File: config.mk
export PLATFORM = sky130hd
export DESIGN_NAME = pixel_color_format_converter_flat
export DESIGN_NICKNAME = d
export VERILOG_FILES = /design/src/hdl/pcfc_pkg.sv /design/src/hdl/pcfc_if.sv /design/src/hdl/pcfc_cfg.sv /design/src/hdl/pcfc_unpack.sv /design/src/hdl/pcfc_pack.sv /design/src/hdl/pixel_color_format_converter.sv /design/src/flat_wrapper.sv
export VERILOG_INCLUDE_DIRS = /design/src /design/src/hdl
export SDC_FILE = /design/constraint.sdc
export NUM_CORES = 1
export LEC_CHECK = 0
export CAP_MARGIN = 10
export CORE_UTILIZATION = 50
export CTS_CLUSTER_SIZE = 40
export DETAILED_ROUTE_END_ITERATION = 8
export DONT_BUFFER_PORTS = 1
export PLACE_DENSITY = 0.74
export SETUP_SLACK_MARGIN = 0.3
export SYNTH_ARGS = -nofsm -noshare
export SYNTH_HDL_FRONTEND = slang
export SYNTH_SLANG_ARGS = --single-unit
File: constraint.sdc
create_clock -name clk -period 6.9 [get_ports clk]
set_input_delay 0.345 -clock clk [delete_from_list [all_inputs] [get_ports clk]]
set_output_delay 0.345 -clock clk [all_outputs]
set_load 0.01 [all_outputs]
File: src/hdl/pixel_color_format_converter_macros.svh
// Assertion helpers used by the converter RTL (pcfc_pack).
`ifndef PIXEL_COLOR_FORMAT_CONVERTER_MACROS_SVH
`define PIXEL_COLOR_FORMAT_CONVERTER_MACROS_SVH

// Same-cycle implication, checked on clk and muted while in reset.
`define PCFC_ASSERT_NOW(lbl, ante, cons, msg) \
	lbl: assert property (@(posedge clk) disable iff (!arst_n) (ante) |-> (cons)) \
		else $error(msg);

// Next-cycle implication, checked on clk and muted while in reset.
`define PCFC_ASSERT_NEXT(lbl, ante, cons, msg) \
	lbl: assert property (@(posedge clk) disable iff (!arst_n) (ante) |=> (cons)) \
		else $error(msg);

`endif

File: src/hdl/pcfc_pkg.sv
package pcfc_pkg;

	typedef enum logic [1:0] {
		FMT_RGBA8888 = 2'd0,
		FMT_RGBA16X4 = 2'd1,
		FMT_RGB555A1 = 2'd2,
		FMT_RGB10A2  = 2'd3
	} fmt_t;

	typedef struct packed {
		fmt_t src_fmt;
		logic src_ainv;
		fmt_t dst_fmt;
		logic dst_ainv;
	} cfg_t;

	// Four channels, each normalized to 16 bits.
	typedef struct packed {
		logic [15:0] a;
		logic [15:0] b;
		logic [15:0] g;
		logic [15:0] r;
	} chan_t;

	typedef struct packed {
		chan_t ch;
		fmt_t  dst;
	} chan_word_t;

	function automatic logic [15:0] widen5(input logic [4:0] x);
		return {x, x, x, x[4]};
	endfunction

	function automatic logic [15:0] widen8(input logic [7:0] x);
		return {x, x};
	endfunction

	function automatic logic [15:0] widen10(input logic [9:0] x);
		return {x, x[9:4]};
	endfunction

	// Split a packed pixel into 16-bit channels, repeating top bits downward.
	function automatic chan_t unpack_pixel(input logic [63:0] p, input fmt_t f);
		chan_t c;
		case (f)
			FMT_RGBA8888: begin
				c.r = widen8(p[7:0]);
				c.g = widen8(p[15:8]);
				c.b = widen8(p[23:16]);
				c.a = widen8(p[31:24]);
			end
			FMT_RGBA16X4: begin
				c.r = p[15:0];
				c.g = p[31:16];
				c.b = p[47:32];
				c.a = p[63:48];
			end
			FMT_RGB555A1: begin
				c.r = widen5(p[4:0]);
				c.g = widen5(p[9:5]);
				c.b = widen5(p[14:10]);
				c.a = {16{p[15]}};
			end
			FMT_RGB10A2: begin
				c.r = widen10(p[9:0]);
				c.g = widen10(p[19:10]);
				c.b = widen10(p[29:20]);
				c.a = {8{p[31:30]}};
			end
			default: begin
				c = '0;
			end
		endcase
		return c;
	endfunction

	// Keep the top bits of each channel and place them in the target layout.
	function automatic logic [63:0] pack_pixel(input chan_t c, input fmt_t f);
		logic [63:0] p;
		case (f)
			FMT_RGBA8888: p = {32'd0, c.a[15:8], c.b[15:8], c.g[15:8], c.r[15:8]};
			FMT_RGBA16X4: p = {c.a, c.b, c.g, c.r};
			FMT_RGB555A1: p = {48'd0, c.a[15], c.b[15:11], c.g[15:11], c.r[15:11]};
			FMT_RGB10A2:  p = {32'd0, c.a[15:14], c.b[15:6], c.g[15:6], c.r[15:6]};
			default:      p = '0;
		endcase
		return p;
	endfunction

endpackage

File: src/hdl/pcfc_if.sv
interface pcfc_in_if;
	logic        valid;
	logic        ready;
	logic [63:0] pixel_in;

	modport source (output valid, output pixel_in, input ready);
	modport sink (input valid, input pixel_in, output ready);
endinterface

interface pcfc_out_if;
	logic        valid;
	logic        ready;
	logic [63:0] pixel_out;

	modport source (output valid, output pixel_out, input ready);
	modport sink (input valid, input pixel_out, output ready);
endinterface

File: src/hdl/pcfc_cfg.sv
module pcfc_cfg
	import pcfc_pkg::*;
(
	input  logic        clk,
	input  logic        arst_n,
	input  logic        psel,
	input  logic        penable,
	input  logic        pwrite,
	input  logic [3:0]  paddr,
	input  logic [31:0] pwdata,
	output logic [31:0] prdata,
	output logic        pready,
	output cfg_t        cfg
);

	localparam logic [1:0] REG_SOURCE_FORMAT         = 2'd0;
	localparam logic [1:0] REG_SOURCE_ALPHA_INVERTED = 2'd1;
	localparam logic [1:0] REG_TARGET_FORMAT         = 2'd2;
	localparam logic [1:0] REG_TARGET_ALPHA_INVERTED = 2'd3;

	cfg_t       cfg_q;
	logic       wr_en;
	logic [1:0] reg_idx;

	assign pready  = 1'b1;
	assign reg_idx = paddr[3:2];
	assign wr_en   = psel && penable && pwrite && pready;
	assign cfg     = cfg_q;

	always_ff @(posedge clk or negedge arst_n) begin
		if (!arst_n) begin
			cfg_q.src_fmt  <= FMT_RGBA8888;
			cfg_q.src_ainv <= 1'b0;
			cfg_q.dst_fmt  <= FMT_RGBA8888;
			cfg_q.dst_ainv <= 1'b0;
		end else if (wr_en) begin
			case (reg_idx)
				REG_SOURCE_FORMAT:         cfg_q.src_fmt  <= fmt_t'(pwdata[1:0]);
				REG_SOURCE_ALPHA_INVERTED: cfg_q.src_ainv <= pwdata[0];
				REG_TARGET_FORMAT:         cfg_q.dst_fmt  <= fmt_t'(pwdata[1:0]);
				REG_TARGET_ALPHA_INVERTED: cfg_q.dst_ainv <= pwdata[0];
				default: begin
				end
			endcase
		end
	end

	always_comb begin
		case (reg_idx)
			REG_SOURCE_FORMAT:         prdata = {30'd0, cfg_q.src_fmt};
			REG_SOURCE_ALPHA_INVERTED: prdata = {31'd0, cfg_q.src_ainv};
			REG_TARGET_FORMAT:         prdata = {30'd0, cfg_q.dst_fmt};
			REG_TARGET_ALPHA_INVERTED: prdata = {31'd0, cfg_q.dst_ainv};
			default:                   prdata = '0;
		endcase
	end

endmodule

File: src/hdl/pcfc_unpack.sv
module pcfc_unpack
	import pcfc_pkg::*;
(
	input  logic       clk,
	input  logic       arst_n,
	input  cfg_t       cfg,
	pcfc_in_if.sink    in_ch,
	output logic       down_valid,
	input  logic       down_ready,
	output chan_word_t down_word
);

	logic        valid_s1;
	logic [63:0] pix_s1;
	fmt_t        src_s1;
	fmt_t        dst_s1;
	logic        flip_s1;
	logic        ready_s1;

	logic        valid_s2;
	chan_word_t  word_s2;
	logic        ready_s2;

	chan_t       ch_comb;

	assign ready_s2    = !valid_s2 || down_ready;
	assign ready_s1    = !valid_s1 || ready_s2;
	assign in_ch.ready = ready_s1;

	// Capture the word with the layout it was sent under.
	always_ff @(posedge clk or negedge arst_n) begin
		if (!arst_n) begin
			valid_s1 <= 1'b0;
		end else if (ready_s1) begin
			valid_s1 <= in_ch.valid;
		end
	end

	always_ff @(posedge clk) begin
		if (ready_s1 && in_ch.valid) begin
			pix_s1  <= in_ch.pixel_in;
			src_s1  <= cfg.src_fmt;
			dst_s1  <= cfg.dst_fmt;
			flip_s1 <= cfg.src_ainv ^ cfg.dst_ainv;
		end
	end

	// Flip alpha before narrowing: same bits as flipping the target field.
	always_comb begin
		ch_comb   = unpack_pixel(pix_s1, src_s1);
		ch_comb.a = ch_comb.a ^ {16{flip_s1}};
	end

	always_ff @(posedge clk or negedge arst_n) begin
		if (!arst_n) begin
			valid_s2 <= 1'b0;
		end else if (ready_s2) begin
			valid_s2 <= valid_s1;
		end
	end

	always_ff @(posedge clk) begin
		if (ready_s2 && valid_s1) begin
			word_s2.ch  <= ch_comb;
			word_s2.dst <= dst_s1;
		end
	end

	assign down_valid = valid_s2;
	assign down_word  = word_s2;

endmodule

File: src/hdl/pcfc_pack.sv
`include "pixel_color_format_converter_macros.svh"

module pcfc_pack
	import pcfc_pkg::*;
(
	input  logic       clk,
	input  logic       arst_n,
	input  logic       up_valid,
	output logic       up_ready,
	input  chan_word_t up_word,
	pcfc_out_if.source out_ch
);

	logic        valid_s3;
	logic [63:0] pix_s3;
	fmt_t        dst_s3;
	logic        ready_s3;

	assign ready_s3 = !valid_s3 || out_ch.ready;
	assign up_ready = ready_s3;

	always_ff @(posedge clk or negedge arst_n) begin
		if (!arst_n) begin
			valid_s3 <= 1'b0;
		end else if (ready_s3) begin
			valid_s3 <= up_valid;
		end
	end

	always_ff @(posedge clk) begin
		if (ready_s3 && up_valid) begin
			pix_s3 <= pack_pixel(up_word.ch, up_word.dst);
			dst_s3 <= up_word.dst;
		end
	end

	assign out_ch.valid     = valid_s3;
	assign out_ch.pixel_out = pix_s3;

	`PCFC_ASSERT_NOW(a_narrow16_zero_top, valid_s3 && dst_s3 == FMT_RGB555A1, pix_s3[63:16] == '0, "16-bit word has bits above its width")
	`PCFC_ASSERT_NOW(a_narrow32_zero_top, valid_s3 && (dst_s3 == FMT_RGBA8888 || dst_s3 == FMT_RGB10A2), pix_s3[63:32] == '0, "32-bit word has bits above its width")
	`PCFC_ASSERT_NEXT(a_stall_keeps_word, valid_s3 && !out_ch.ready, valid_s3 && $stable(pix_s3), "stalled output word lost or changed")

endmodule

File: src/hdl/pixel_color_format_converter.sv
// Packed pixel format converter.
// source_ch takes one packed pixel word per handshake (valid and ready both
// high at a rising clk edge); target_ch returns the converted word with the
// same handshake. Layouts and alpha-invert flags come from four registers on
// the APB-style port (byte address 4*i, pready tied high, reads return the
// register). Write them only while no word is in flight.
// Path: a word passes three registered stages in order on its way to
// target_ch: input capture, channel expansion to 16 bits, repack.
// Throughput: one word per cycle while target_ch is not stalling; every
// stage has its own valid bit, so bubbles close up under backpressure.
// Reset (arst_n low) clears the valid bits and returns the config registers
// to zero (rgba8888 in and out, no alpha inversion). When the receiver
// stalls, the output word holds, stages fill behind it, and source_ch drops
// ready once all three stages hold words.
module pixel_color_format_converter
	import pcfc_pkg::*;
(
	input  logic        clk,
	input  logic        arst_n,
	pcfc_in_if.sink     source_ch,
	pcfc_out_if.source  target_ch,
	input  logic        psel,
	input  logic        penable,
	input  logic        pwrite,
	input  logic [3:0]  paddr,
	input  logic [31:0] pwdata,
	output logic [31:0] prdata,
	output logic        pready
);

	cfg_t       cfg;
	logic       mid_valid;
	logic       mid_ready;
	chan_word_t mid_word;

	// Register file: hold the layout selection and alpha flags.
	pcfc_cfg u_cfg (
		.clk     (clk),
		.arst_n  (arst_n),
		.psel    (psel),
		.penable (penable),
		.pwrite  (pwrite),
		.paddr   (paddr),
		.pwdata  (pwdata),
		.prdata  (prdata),
		.pready  (pready),
		.cfg     (cfg)
	);

	// Front stages: capture the word, expand each channel to 16 bits.
	pcfc_unpack u_unpack (
		.clk        (clk),
		.arst_n     (arst_n),
		.cfg        (cfg),
		.in_ch      (source_ch),
		.down_valid (mid_valid),
		.down_ready (mid_ready),
		.down_word  (mid_word)
	);

	// Last stage: narrow and place channels in the target layout.
	pcfc_pack u_pack (
		.clk      (clk),
		.arst_n   (arst_n),
		.up_valid (mid_valid),
		.up_ready (mid_ready),
		.up_word  (mid_word),
		.out_ch   (target_ch)
	);

endmodule
File: src/flat_wrapper.sv
// flat-port wrapper written by rule: the top's interface ports become plain ports
module pixel_color_format_converter_flat import pcfc_pkg::*;
  (clk, arst_n, psel, penable, pwrite, paddr, pwdata, prdata, pready, source_ch_valid, source_ch_pixel_in, source_ch_ready, target_ch_valid, target_ch_pixel_out, target_ch_ready);
  pcfc_in_if source_ch_i ();
  pcfc_out_if target_ch_i ();
  input  logic clk;
  input  logic arst_n;
  input  logic psel;
  input  logic penable;
  input  logic pwrite;
  input  logic [3:0] paddr;
  input  logic [31:0] pwdata;
  output logic [31:0] prdata;
  output logic pready;
  input wire logic [$bits(source_ch_i.valid)-1:0] source_ch_valid;
  input wire logic [$bits(source_ch_i.pixel_in)-1:0] source_ch_pixel_in;
  output wire logic [$bits(source_ch_i.ready)-1:0] source_ch_ready;
  output wire logic [$bits(target_ch_i.valid)-1:0] target_ch_valid;
  output wire logic [$bits(target_ch_i.pixel_out)-1:0] target_ch_pixel_out;
  input wire logic [$bits(target_ch_i.ready)-1:0] target_ch_ready;
  assign source_ch_i.valid = source_ch_valid;
  assign source_ch_i.pixel_in = source_ch_pixel_in;
  assign source_ch_ready = source_ch_i.ready;
  assign target_ch_valid = target_ch_i.valid;
  assign target_ch_pixel_out = target_ch_i.pixel_out;
  assign target_ch_i.ready = target_ch_ready;
  pixel_color_format_converter u_core (.clk(clk), .arst_n(arst_n), .source_ch(source_ch_i), .target_ch(target_ch_i), .psel(psel), .penable(penable), .pwrite(pwrite), .paddr(paddr), .pwdata(pwdata), .prdata(prdata), .pready(pready));
endmodule
### After elaboration in Yosys (flattened, before gate mapping)

Index checks and enable logic that the tools add are counted.

* register bits after elaboration: 208
* output and inout port bits: 99
* word-level logic and storage cells: 49

* equal/unequal tests: 9
* multiplexer cells: 3
* bitwise operators: 2
* reduce and logical (&&, ||, !) cells: 18

Operators by type and width (number)
* 64-bit case mux with 4 select lines: 2
* 32-bit case mux with 4 select lines: 1
* 16-bit bitwise XOR: 1
* 2-bit == test (second input constant): 6
* 2-bit AND reduction: 4
* 2-bit by 1-bit == test with 1-bit output (second input constant): 3
* 2-bit zero test: 3
* 1-bit logical AND: 5
* 1-bit zero test: 3
* 1-bit logical OR: 3
* 1-bit bitwise XOR: 1

### Depth between registers and ports, before layout

* word-level depth: 5
* depth in mapped cells: 6
* gate-level depth less buffers: 3

### Hierarchy

A second synthesis with hierarchy kept.

* cell total of the unflattened synthesis: 490
* area, all modules: 9421.5 µm²

Modules (own cells, without submodules)
* pcfc_unpack: instances 1, cells each 267, area each 5918.2 µm², seq. area each 4103.9 µm²
* pcfc_pack: instances 1, cells each 170, area each 2956.6 µm², seq. area each 1946.9 µm²
* pcfc_cfg: instances 1, cells each 53, area each 546.8 µm², seq. area each 150.1 µm²

### Least setup slack after synthesis

Ideal clock, no wire load.

* kind: reg-to-reg
* from: reg u_core.u_pack.valid_s3, in the netlist u_core.u_pack.out_ch.valid
* to: reg u_core.u_unpack.dst_s1[0], enable pin
* arrival time: 2.275 ns
* required time: 6.465 ns
* slack: 4.190 ns
* cell stages (with the launch flop): 3
* buffers on the path: 0
* path through: dfrtp_1 > nand4b_1 > and2_1

* longest elaborated chain between the ends: 5

Ends and longest elaborated chain
* start, declared: line pcfc_pack.sv:14 `logic valid_s3;`
* start signal, assigned: line pcfc_pack.sv:26 `valid_s3 <= up_valid;`
* 1-bit zero test: line pcfc_pack.sv:19 `assign ready_s3 = !valid_s3 || out_ch.ready;`
* 1-bit logical OR: line pcfc_pack.sv:19
* 1-bit logical OR: line pcfc_unpack.sv:26 `assign ready_s2 = !valid_s2 || down_ready;`
* 1-bit logical OR: line pcfc_unpack.sv:27 `assign ready_s1 = !valid_s1 || ready_s2;`
* net source_ch_ready: line flat_wrapper.sv:17 `output wire logic [$bits(source_ch_i.ready)-1:0] source_ch_ready;`
* 1-bit logical AND: line pcfc_unpack.sv:40 `if (ready_s1 && in_ch.valid) begin`
* end signal, assigned: line pcfc_unpack.sv:43 `dst_s1 <= cfg.dst_fmt;`
* end, declared: line pcfc_unpack.sv:16 `fmt_t dst_s1;`

The timed path passes the listed nets, and every way through them passes these cells.
A chain may end at the register's enable or synchronous reset.

==> results.json <==
{
  "drive_gt1_frac": 0.212,
  "grt_pass1_vias": 4680,
  "yosysWarnings": 0,
  "synth_edf_count": 199,
  "clockBufferDepth": 3,
  "crit_required_ps": 7110,
  "drt_wl_total_mm": 18.3,
  "p_clk_frac": 0.346,
  "post-route-period-util": 0.328,
  "initial_core_util": 0.515,
  "dr.pass1.iters": 7,
  "rows": 49,
  "cts_resized": 0,
  "wl_met2_mm": 9.25,
  "cts.sinks": 208,
  "p_int_mw": 2.52,
  "drt_iter0_markers": 385,
  "core_sq_um": 18100,
  "start_kind": "register",
  "cts-buffers-inserted": 22,
  "drv_slew": 0,
  "dr.max_layer_used": "met4",
  "port_buffers": 0,
  "setup_violations": 0,
  "final_antenna_net_count": 0,
  "hold_path_class": "in2reg",
  "violations": "DRC",
  "grt_setup_unrepaired": "no",
  "power_density_nw_per_um2": 309,
  "swShare": 0.239,
  "dieArea_sq_um": 19200,
  "async_flop_share": 0.0433,
  "relSlewSlack": 0.349,
  "power_mw": 3.31,
  "grt-ovfl-total": 0,
  "via_count": 4625,
  "max_freq_mhz": 441,
  "cp.arrival_ps": 2470,
  "die_y_microns": 139,
  "diodes": 0,
  "grt_pass1_wl_mm": 27.8,
  "switching_power_mw": 0.791,
  "syn_area_sq_um": 9320,
  "cts_hold_buffers": 68,
  "cts_setup_buffers": 0,
  "clock_latency_ps": 500,
  "final_common_cell": "edfxtp_1",
  "die_x_microns": 139,
  "path_max_fanout": 73,
  "num_io_pins": 206,
  "place_hpwl_mm": 12.0,
  "area_delta_synth_final_pct": 15.1,
  "h-tree-depth": 1,
  "via_per_inst": 5.78,
  "status": "finished, violations left",
  "syn_area_per_cell_sq_um": 19.1,
  "met3WireLength_microns": 990,
  "whs_ps": 15.3,
  "syn_inst": 487,
  "clkTransAtPathRegs_ps": 60,
  "mostFrequentLayoutCells": "edfxtp_1, dlygate4sd3_1, mux4_2, and2_1, conb_1",
  "p_comb_frac": 0.129,
  "antenna_found_initial": 0,
  "fin_crit_ps": 2270,
  "hold_viol_final": 0,
  "fin_tns_setup_ps": 0,
  "synth_cell_types": 29,
  "cts_tree": "built",
  "ys_seq_elements": 208,
  "skew_ps": 10.6,
  "leakage_nw": 3.77,
  "tightest_slew_ps": 977,
  "synth-main-ff-cell": "edfxtp_1",
  "wl_met1_mm": 7.63,
  "ys_seq_area_frac": 0.665,
  "fin_nets": 662,
  "p_seq_frac": 0.525,
  "place.gp.congestion": 0.793,
  "routedWlPerCell_microns": 22.9,
  "gr-usage-all-layers": 0.193,
  "max-vdd-ir-drop_mv": 0.199,
  "grt_max_degree": 74,
  "cp-end-kind": "register",
  "critPathKind": "reg2reg",
  "drv_cap": 0,
  "cts-root-buf": "clkbuf_16",
  "drc_errors": 24
}
cell type report:
cell class                 instances  area (sq um)
tap                              229           287
clock inverter                    10           101
timing repair buffer              76           741
inverter                           3          11.3
multi-input combinational        244          2780
sequential                       208          6200
clock buffer                      30           612
fill                            1306          7360
critical path, stage by stage, from the launching register on:
cell      delay, ps
edfxtp_1        320
buf_4           730
mux4_1          700
xor2_1          180
power by group through the flow:
stage	combinational (mW)	sequential, mW	clock, mW
5_1_grt	0.467	1.75	1.22
2_1_floorplan	0.366	1.70	0
3_5_place_dp	0.400	1.77	0
3_3_place_gp	0.389	1.76	0
6_report	0.429	1.74	1.15
4_1_cts	0.433	1.74	1.17
logic make-up (layout without fill, tap and decap cells):
family | after synthesis | count (layout) | share of synthesized area
buffers and inverters | 64 | 119 | 0.0487
AND/OR/NAND/NOR | 60 | 60 | 0.0375
flip-flops | 208 | 208 | 0.665
multiplexers | 107 | 107 | 0.210
XOR/XNOR | 17 | 17 | 0.0160
AO/OA/AOI/OAI | 29 | 29 | 0.0216
other | 2 | 31 | 0.000806
synth_stat cells, drive strengths merged (2+ instances only):
cell type	number	share of area
conb	2	0.00081
a22o	14	0.013
nor2b	3	0.0020
and2	35	0.023
mux2i	17	0.018
mux4	65	0.16
inv	3	0.0012
mux2	25	0.030
clkbuf	5	0.0020
edfxtp	199	0.64
a21oi	13	0.0070
dfrtp	9	0.024
xor2	17	0.016
buf	56	0.046
nor2	10	0.0040
nand2b	5	0.0034
through the flow:
| stage | cell area, sq um | setup WS [ps] | std cells | utilization |
|---|---|---|---|---|
| detailed placement | 9340 | 4600 | 692 | 0.516 |
| finish | 10700 | 4630 | 800 | 0.593 |
| global placement | 9340 | 4660 | 692 | 0.516 |
| global route | 10700 | 4490 | 800 | 0.593 |
| floorplan | 9430 | 4190 | 516 | - |
| CTS | 10700 | 4600 | 800 | 0.593 |
routing by layer:
| metal | vias to the layer above | global-route usage |
|---|---|---|
| met1 | 2366 | 0.260 |
| li1 | 2026 | - |
| met3 | 28 | 0.0298 |
| met5 | - | 0 |
| met4 | 0 | 0.0656 |
| met2 | 205 | 0.323 |
worst paths after layout:
check	end	slack, ps	from	cells past startpoint
setup / recovery	u_core.u_unpack.down_word[60]	4630	u_core.u_unpack.src_s1[1]	3
hold / removal	u_core.u_cfg.cfg[1]	20	pwdata[0]	1
setup reg to reg	u_core.u_unpack.down_word[60]	4630	u_core.u_unpack.src_s1[1]	3
hold reg to reg	u_core.u_unpack.down_word[0]	420	u_core.u_unpack.dst_s1[0]	0
max in group asynchronous	u_core.u_cfg.cfg[4]	6390	arst_n	1
min in group asynchronous	u_core.u_cfg.cfg[5]	220	arst_n	1
state kept, by name, indices dropped and copies added (netlist names):
name                            cells
u_core.u_unpack.down_valid          1
u_core.u_unpack.valid_s1            1
u_core.u_pack.out_ch.pixel_out     64
u_core.u_cfg.cfg                    6
u_core.u_unpack.down_word          66
u_core.u_unpack.pix_s1             64
u_core.u_unpack.flip_s1             1
u_core.u_pack.out_ch.valid          1
u_core.u_unpack.dst_s1              2
u_core.u_unpack.src_s1              2
(Power assumes the default switching activity.)
